[config.mk]
export PLATFORM = sky130hd
export DESIGN_NAME = lane_xor_add_checksum
export DESIGN_NICKNAME = d
export VERILOG_FILES = /design/src/lxac_pkg.sv /design/src/lxac_front.sv /design/src/lxac_queue.sv /design/src/lxac_back.sv /design/src/lane_xor_add_checksum.sv
export SDC_FILE = /design/constraint.sdc
export NUM_CORES = 2
export LEC_CHECK = 0
export BUFFER_PORTS_ARGS = -buffer_cell sky130_fd_sc_hd__buf_2
export CAP_MARGIN = 25
export CORE_ASPECT_RATIO = 0.5
export CORE_MARGIN = 3
export CORE_UTILIZATION = 55
export CTS_BUF_LIST = sky130_fd_sc_hd__clkbuf_16
export CTS_CLUSTER_DIAMETER = 40
export DETAILED_ROUTE_END_ITERATION = 16
export PLACE_DENSITY = 0.74
export SYNTH_ARGS = -nofsm -noshare
export SYNTH_HDL_FRONTEND = slang
export SYNTH_HIERARCHICAL = 1
export SYNTH_SLANG_ARGS = --single-unit
export TNS_END_PERCENT = 10
[constraint.sdc]
create_clock -name i_clk -period 87 [get_ports i_clk]
set_input_delay 4.35 -clock i_clk [delete_from_list [all_inputs] [get_ports i_clk]]
set_output_delay 4.35 -clock i_clk [all_outputs]
set_load 0.05 [all_outputs]
[src/lxac_pkg.sv]
// ----------------------------------------------------------------------------
// lxac_pkg
// Shared types, constants and helpers for the lane xor/add checksum block.
// ----------------------------------------------------------------------------
package lxac_pkg;

    localparam int unsigned LANE_COUNT  = 16;
    localparam int unsigned LANE_IDX_W  = 4;
    localparam int unsigned WORD_W      = 32;
    localparam int unsigned ROT_W       = 5;
    localparam int unsigned QUEUE_DEPTH = 2;
    localparam int unsigned QPTR_W      = 1;
    localparam int unsigned QCNT_W      = 2;

    localparam logic [WORD_W-1:0] MIX_SEED = 32'h9E3779B9;

    typedef logic [WORD_W-1:0] t_word;

    // one closed message handed from front to back
    typedef struct packed {
        t_word [LANE_COUNT-1:0] lanes;
        t_word                  count;
    } t_snap;

    // back end sequencer states
    typedef enum logic {
        BK_IDLE,
        BK_MIX
    } t_back_state;

    // per-lane key table (pi digits)
    function automatic t_word lane_key(input logic [LANE_IDX_W-1:0] idx);
        t_word k;
        case (idx)
            4'd0:    k = 32'h243F6A88;
            4'd1:    k = 32'h85A308D3;
            4'd2:    k = 32'h13198A2E;
            4'd3:    k = 32'h03707344;
            4'd4:    k = 32'hA4093822;
            4'd5:    k = 32'h299F31D0;
            4'd6:    k = 32'h082EFA98;
            4'd7:    k = 32'hEC4E6C89;
            4'd8:    k = 32'h452821E6;
            4'd9:    k = 32'h38D01377;
            4'd10:   k = 32'hBE5466CF;
            4'd11:   k = 32'h34E90C6C;
            4'd12:   k = 32'hC0AC29B7;
            4'd13:   k = 32'hC97C50DD;
            4'd14:   k = 32'h3F84D5B5;
            4'd15:   k = 32'hB5470917;
            default: k = '0;
        endcase
        return k;
    endfunction

    // rotate left by r (shift by full width yields zero, so r = 0 works)
    function automatic t_word rotl(input t_word x, input logic [ROT_W-1:0] r);
        logic [ROT_W:0] rr;
        rr = 6'd32 - {1'b0, r};
        return (x << r) | (x >> rr);
    endfunction

endpackage

[src/lxac_front.sv]
// ----------------------------------------------------------------------------
// lxac_front
// Accepts message words, folds them into the lanes and counts them; on a
// closing request it hands the finished lanes and count to the queue.
// ----------------------------------------------------------------------------
module lxac_front (
    input  logic              i_clk,
    input  logic              i_rst_n,
    input  logic              i_accept,
    input  lxac_pkg::t_word   i_word,
    input  logic              i_carries_word,
    input  logic              i_last,
    output logic              o_q_push,
    output lxac_pkg::t_snap   o_q_data
);

    lxac_pkg::t_word [lxac_pkg::LANE_COUNT-1:0] r_lanes;
    lxac_pkg::t_word [lxac_pkg::LANE_COUNT-1:0] n_lanes;
    lxac_pkg::t_word                            r_count;
    lxac_pkg::t_word                            n_count;
    logic [lxac_pkg::LANE_IDX_W-1:0]            lane_idx;
    lxac_pkg::t_word                            keyed_word;

    // fold the word into lane (count mod 16)
    always_comb begin
        lane_idx   = r_count[lxac_pkg::LANE_IDX_W-1:0];
        keyed_word = i_word + lxac_pkg::lane_key(lane_idx);
        n_lanes    = r_lanes;
        n_count    = r_count;
        if (i_accept && i_carries_word) begin
            n_lanes[lane_idx] = r_lanes[lane_idx] ^ keyed_word;
            n_count           = r_count + 32'd1;
        end
    end

    // closing request ships the updated state to the back end
    assign o_q_push       = i_accept && i_last;
    assign o_q_data.lanes = n_lanes;
    assign o_q_data.count = n_count;

    // lane and count registers, cleared when a message closes
    always_ff @(posedge i_clk) begin
        if (!i_rst_n) begin
            r_lanes <= '0;
            r_count <= '0;
        end else if (o_q_push) begin
            r_lanes <= '0;
            r_count <= '0;
        end else begin
            r_lanes <= n_lanes;
            r_count <= n_count;
        end
    end

endmodule

[src/lxac_queue.sv]
// ----------------------------------------------------------------------------
// lxac_queue
// Short queue of closed messages between the front and the back end.
// ----------------------------------------------------------------------------
module lxac_queue (
    input  logic              i_clk,
    input  logic              i_rst_n,
    input  logic              i_push,
    input  lxac_pkg::t_snap   i_data,
    input  logic              i_pop,
    output logic              o_full,
    output logic              o_empty,
    output lxac_pkg::t_snap   o_head
);

    lxac_pkg::t_snap                r_mem [lxac_pkg::QUEUE_DEPTH];
    logic [lxac_pkg::QPTR_W-1:0]    r_wr_ptr;
    logic [lxac_pkg::QPTR_W-1:0]    r_rd_ptr;
    logic [lxac_pkg::QCNT_W-1:0]    r_cnt;
    logic                           do_push;
    logic                           do_pop;

    assign o_full  = (r_cnt == lxac_pkg::QCNT_W'(lxac_pkg::QUEUE_DEPTH));
    assign o_empty = (r_cnt == '0);
    assign o_head  = r_mem[r_rd_ptr];
    assign do_push = i_push && !o_full;
    assign do_pop  = i_pop && !o_empty;

    // entry storage
    always_ff @(posedge i_clk) begin
        if (do_push) begin
            r_mem[r_wr_ptr] <= i_data;
        end
    end

    // pointers and fill count
    always_ff @(posedge i_clk) begin
        if (!i_rst_n) begin
            r_wr_ptr <= '0;
            r_rd_ptr <= '0;
            r_cnt    <= '0;
        end else begin
            if (do_push) begin
                r_wr_ptr <= r_wr_ptr + 1'b1;
            end
            if (do_pop) begin
                r_rd_ptr <= r_rd_ptr + 1'b1;
            end
            if (do_push && !do_pop) begin
                r_cnt <= r_cnt + 1'b1;
            end else if (do_pop && !do_push) begin
                r_cnt <= r_cnt - 1'b1;
            end
        end
    end

endmodule

[src/lxac_back.sv]
// ----------------------------------------------------------------------------
// lxac_back
// Runs the sixteen-step rotate/xor mix over one closed message, one lane per
// cycle (the last lane stalls until the output is free), and holds the checksum in an output register until taken.
// ----------------------------------------------------------------------------
module lxac_back (
    input  logic              i_clk,
    input  logic              i_rst_n,
    input  logic              i_q_empty,
    input  lxac_pkg::t_snap   i_q_head,
    output logic              o_q_pop,
    input  logic              i_pop,
    output logic              o_empty,
    output lxac_pkg::t_word   o_checksum
);

    lxac_pkg::t_back_state           r_state;
    lxac_pkg::t_back_state           n_state;
    logic [lxac_pkg::LANE_IDX_W-1:0] r_step;
    logic [lxac_pkg::LANE_IDX_W-1:0] n_step;
    lxac_pkg::t_word                 r_acc;
    lxac_pkg::t_word                 n_acc;
    logic                            r_out_valid;
    logic                            n_out_valid;
    lxac_pkg::t_word                 r_out_data;
    lxac_pkg::t_word                 n_out_data;
    lxac_pkg::t_word                 mixed;
    logic                            last_step;
    logic                            out_free;

    // one mix step on the current lane
    always_comb begin
        mixed     = lxac_pkg::rotl(r_acc ^ i_q_head.lanes[r_step],
                                   {1'b0, r_step} + lxac_pkg::ROT_W'(1));
        last_step = (r_step == lxac_pkg::LANE_IDX_W'(lxac_pkg::LANE_COUNT - 1));
        out_free  = !r_out_valid || i_pop;
    end

    // sequencer: next state and outputs
    always_comb begin
        n_state     = r_state;
        n_step      = r_step;
        n_acc       = r_acc;
        n_out_valid = r_out_valid && !i_pop;
        n_out_data  = r_out_data;
        o_q_pop     = 1'b0;
        case (r_state)
            lxac_pkg::BK_IDLE: begin
                if (!i_q_empty) begin
                    n_state = lxac_pkg::BK_MIX;
                    n_step  = '0;
                    n_acc   = lxac_pkg::MIX_SEED;
                end
            end
            lxac_pkg::BK_MIX: begin
                if (!last_step) begin
                    n_acc  = mixed;
                    n_step = r_step + 1'b1;
                end else if (out_free) begin
                    n_out_valid = 1'b1;
                    n_out_data  = mixed ^ i_q_head.count;
                    o_q_pop     = 1'b1;
                    n_state     = lxac_pkg::BK_IDLE;
                end
            end
            default: begin
                n_state = lxac_pkg::BK_IDLE;
            end
        endcase
    end

    // state and control registers
    always_ff @(posedge i_clk) begin
        if (!i_rst_n) begin
            r_state     <= lxac_pkg::BK_IDLE;
            r_out_valid <= 1'b0;
        end else begin
            r_state     <= n_state;
            r_out_valid <= n_out_valid;
        end
    end

    // datapath registers
    always_ff @(posedge i_clk) begin
        r_step     <= n_step;
        r_acc      <= n_acc;
        r_out_data <= n_out_data;
    end

    assign o_empty    = !r_out_valid;
    assign o_checksum = r_out_data;

endmodule

[src/lane_xor_add_checksum.sv]
// ----------------------------------------------------------------------------
// lane_xor_add_checksum
// Sixteen-lane xor/add checksum over a stream of 32-bit message words.
// ----------------------------------------------------------------------------
// The front end takes one word per cycle whenever full is low: each word is
// keyed and xored into lane (count mod 16), and a request with last set closes
// the message and moves its lanes and count into a two-entry message queue.
// The back end mixes a queued message one lane per clock, the last lane waiting
// while the previous checksum has not been popped: a load step puts the seed
// into the accumulator, then 16 mix steps fold in the lanes, and the count is
// xored in as the result is written to the output register. The front end keeps
// taking one word per cycle while full is low, also while the back end mixes;
// full rises only while two closed messages wait in the queue.
module lane_xor_add_checksum (
    input  logic        i_clk,
    input  logic        i_rst_n,
    input  logic        push,
    output logic        full,
    input  logic [31:0] i_word,
    input  logic        i_carries_word,
    input  logic        i_last,
    output logic        empty,
    input  logic        pop,
    output logic [31:0] o_checksum
);

    logic            accept;
    logic            q_push;
    lxac_pkg::t_snap q_wr_data;
    logic            q_pop;
    logic            q_empty;
    lxac_pkg::t_snap q_head;

    // input request accepted
    assign accept = push && !full;

    // word folding front end
    lxac_front u_front (
        .i_clk          (i_clk),
        .i_rst_n        (i_rst_n),
        .i_accept       (accept),
        .i_word         (i_word),
        .i_carries_word (i_carries_word),
        .i_last         (i_last),
        .o_q_push       (q_push),
        .o_q_data       (q_wr_data)
    );

    // closed message queue
    lxac_queue u_queue (
        .i_clk   (i_clk),
        .i_rst_n (i_rst_n),
        .i_push  (q_push),
        .i_data  (q_wr_data),
        .i_pop   (q_pop),
        .o_full  (full),
        .o_empty (q_empty),
        .o_head  (q_head)
    );

    // final mix and result register
    lxac_back u_back (
        .i_clk      (i_clk),
        .i_rst_n    (i_rst_n),
        .i_q_empty  (q_empty),
        .i_q_head   (q_head),
        .o_q_pop    (q_pop),
        .i_pop      (pop),
        .o_empty    (empty),
        .o_checksum (o_checksum)
    );

endmodule
==> key figures <==
Finish
  • Layout Nets: about 6,500
  • Multi-input gate area: between 30,000 and 40,000 µm²
  • Reg area: 46,400 µm²
  • Synth-to-Final Area Change: 9.179%
  • Share of layout cells above drive strength 1: approximately a fifth
  • Fill count: 11,270

Global route
  • GR Util met2: between 40 and 50%
  • Most used routing layer in global routing: met2
  • GR Layer Usage met1: 47.51%
  • Vias in the first global route: about 54,000
  • Met3 usage: under 10%
  • Pin count of the biggest net entering global routing: 164
  • Global route overflow: 0
  • Initial antenna violation count: 14
  • First-pass GRT wire length: 370,100 µm
  • Gr usage total: roughly 33%

Floorplan
  • Chip width: around 550 µm
  • Core ar.: around 150,000 µm²
  • I/O pins: about 70
  • Chip Height: 278.2 µm
  • Initial core utilization: between 50% and 60%
  • Die area: 153,100 µm²
  • # rows: 99

Clocking
  • Setup bufs post-CTS: 0
  • CTS resizes: 0
  • TritonCTS clock tree: yes
  • Clock tree buffer depth: 4
  • Clk_lat worst skew: roughly 820 ps
  • H-tree levels: 4
  • Clock slew at reported path FFs: ~70 ps
  • Root buffer cell: clkbuf_16
  • Clock Sinks: 1,739
  • Hold_buf cts: 0
  • TritonCTS buffer count: around 170

Logic synthesis
  • Synth Area in Adders: less than 1%
  • Most used DFF post-synth: edfxtp_1
  • Number of synthesized flops with an enable pin: 1,156
  • Synth warnings: 6
  • Mapped Nets: roughly 6,600
  • Synth area leaders: edfxtp_1 (43%), dfxtp_1 (14%), mux2_2 (6.3%), mux4_2 (4.8%), and2_1 (3.5%)
  • Dominant cell type by area after synthesis: edfxtp_1
  • Synth Area in Compound Gates: a little over a tenth
  • Mapped Area: approximately 81,000 µm²
  • Distinct cells, synth: 110
  • Synth Area in Simple Gates: slightly above 10%
  • Sequential fraction of the synthesis area: 56.93%
  • Async SR Flop Fraction: 0%
  • Share of the synthesized area in the top cell type: between 40% and 50%
  • Largest family of logic cells by synthesized area: multiplexers
  • Post-synthesis xor/xnor area fraction: 1.846%
  • Post-synthesis register bit count: around 1,700
  • Synthesized area per cell: roughly 13 µm²
  • Cells after synthesis: 6,471
  • Mux contribution to synthesized area: around 17%

Power and ir drop
  • P_leak: approximately 32 nW
  • Total power: about 2.2 mW
  • Pwr Density: 25.27 nW/µm²
  • Peak VDD IR: 0.01417 mV

STA
  • Setup Skew: 69.04 ps
  • RSZ-0062 raised after global routing: no
  • F_max: 0.1216 GHz
  • Final max-slew violation count: 0
  • Slew headroom: between 10% and 20%
  • Worst Max-Slew Pin Slew: around 1300 ps
  • Tmin final: roughly 8200 ps
  • Final Hold Viols: 0
  • Post-Route Hold Slack: around 480 ps
  • Post-route setup TNS: 0 ps
  • Final Cycle Share: about a tenth
  • Final setup fails: 0

Setup path
  • WP data required: about 88,000 ps
  • CP Capture Type: flip-flop
  • R2R Setup Slk: 78,770 ps
  • Worst Path Arrival: around 8700 ps
  • Largest fanout on the critical path: 122
  • Crit path kind: flip-flop to flip-flop
  • Startpoint Class: flip-flop
  • RR Endpoint: u_back/r_acc[22]
  • Worst R2R Path Depth: 13

Status
  • Status: completed

Hold path
  • Worst Hold Endpoint: u_front/r_lanes[255]
  • Hold depth: 2
  • Hold_sp: u_front/r_lanes[255]
  • HP Class: flip-flop to flip-flop

Routing
  • Routed length per instance: 30.28 µm
  • Antenna Nets Post-Route: 0
  • Routed wire length: around 260,000 µm
  • Drt first pass iters: 8
  • DR vias: between 50,000 and 60,000
  • Initial DRC count: between 7,000 and 8,000
  • Detailed-route DRC error count: 0
  • Via density: 6.598

Placement
  • Port bufs: 71
  • DP HPWL: about 170,000 µm
  • GP Congestion: roughly 1.0

Flow run
  • Max cap viols: 0
## state kept, by name (all words and copies together) (netlist names), 2 cells and up, named ones only
| signal | flops |
|---|---|
| u_back/o_checksum | 32 |
| u_back/r_acc | 32 |
| u_back/r_step | 4 |
| u_front/r_count | 32 |
| u_front/r_lanes | 512 |
| u_queue/r_cnt | 2 |
| u_queue/r_mem | 1088 |
## cell usage after synthesis (18+ instances only)
master and n:
nor2_1 528, buf_6 43, nand3_1 58, clkbuf_1 238, dfxtp_1 583, nor2b_1 28, a211oi_1 149, nand2_1 391
xor2_1 56, a21o_1 23, nand4_1 29, xnor2_1 99, ha_1 45, nor4_1 20, nor3_1 53, and2_1 450
o21ai_0 220, buf_1 22, edfxtp_1 1156, o211ai_1 42, buf_2 139, mux4_2 172, a21oi_1 484, o22ai_1 61
mux2_2 459, and3_1 28, a31oi_1 27, nand2b_1 20, buf_4 18, inv_1 39, mux2i_1 189, a22o_1 18
a22oi_1 76, mux2_4 160
## layer usage
layer | up-vias | part of all wire (%)
met3 | 537 | 11
li1 | 24100 | -
met5 | - | 0.027
met1 | 28230 | 41
met4 | 12 | 3.6
met2 | 3328 | 44
## metrics by stage
step / worst slack, ps / area, µm² / std cells / util (%)
4_1_cts: 78590 / 88760 / 8505 / 60.62
5_1_grt: 78780 / 88950 / 8517 / 60.75
3_5_place_dp: 77760 / 83550 / 8205 / 57.07
3_3_place_gp: 77790 / 83410 / 8190 / 56.97
6_report: 78770 / 88950 / 8519 / 60.75
2_1_floorplan: 43180 / 81470 / 6471 / -
## area by class of cell
type | count | area share, %
inverter | 43 | 0.1815
clock inverter | 128 | 1.016
multi-input combinational | 4222 | 36.89
tap | 1969 | 2.770
clock buffer | 172 | 4.839
sequential | 1739 | 52.17
timing repair buffer | 244 | 2.127
antenna | 2 | 0.005627
## where the power goes
part	internal [mW]	total, mW	switching [mW]
clock network	0.387	0.702	0.315
logic	0.179	0.622	0.443
registers	0.910	0.923	0.0129
total	1.48	2.25	0.771
## cell usage in the layout (no fill, tap or decap), drive strengths merged, types with 189 or more instances in the layout
master / instances
mux2: 623
nand2: 391
nor2: 528
buf: 244
o21ai: 228
a21oi: 486
edfxtp: 1156
dfxtp: 583
and2: 453
mux2i: 189
## kinds of logic (layout without fill, tap and decap cells)
kind of cell	Yosys count	after routing
AO/OA/AOI/OAI	1332	1332
multiplexers	989	989
buffers and inverters	510	587
other	0	2
adder cells (fa/ha/maj)	46	46
XOR/XNOR	164	164
flip-flops	1739	1739
AND/OR/NAND/NOR	1691	1691
## worst max-delay path, cell delays in order, from the launching register on
cell and delay [ps]:
dfxtp_4 770, buf_12 560, buf_4 850, buf_12 640, mux2_2 410, mux4_2 470
a22oi_1 190, nand2_1 290, xnor2_2 540, nand2_1 230, and4_1 310, a2111oi_0 950
o221ai_1 780, and2_1 410
## worst max-delay path by stage
stage,from,end,depth (start not counted)
after floorplan,push,u_queue/r_wr_ptr,7
after global placement,push,u_queue/r_mem[0][439],9
after detailed placement,push,u_queue/r_mem[0][304],9
after CTS,push,u_queue/r_mem[0][366],9
after global routing,push,u_queue/r_mem[1][499],9
final,flip-flop,u_back/r_acc[22],13
Note: power is estimated with default switching activity, not from simulation.
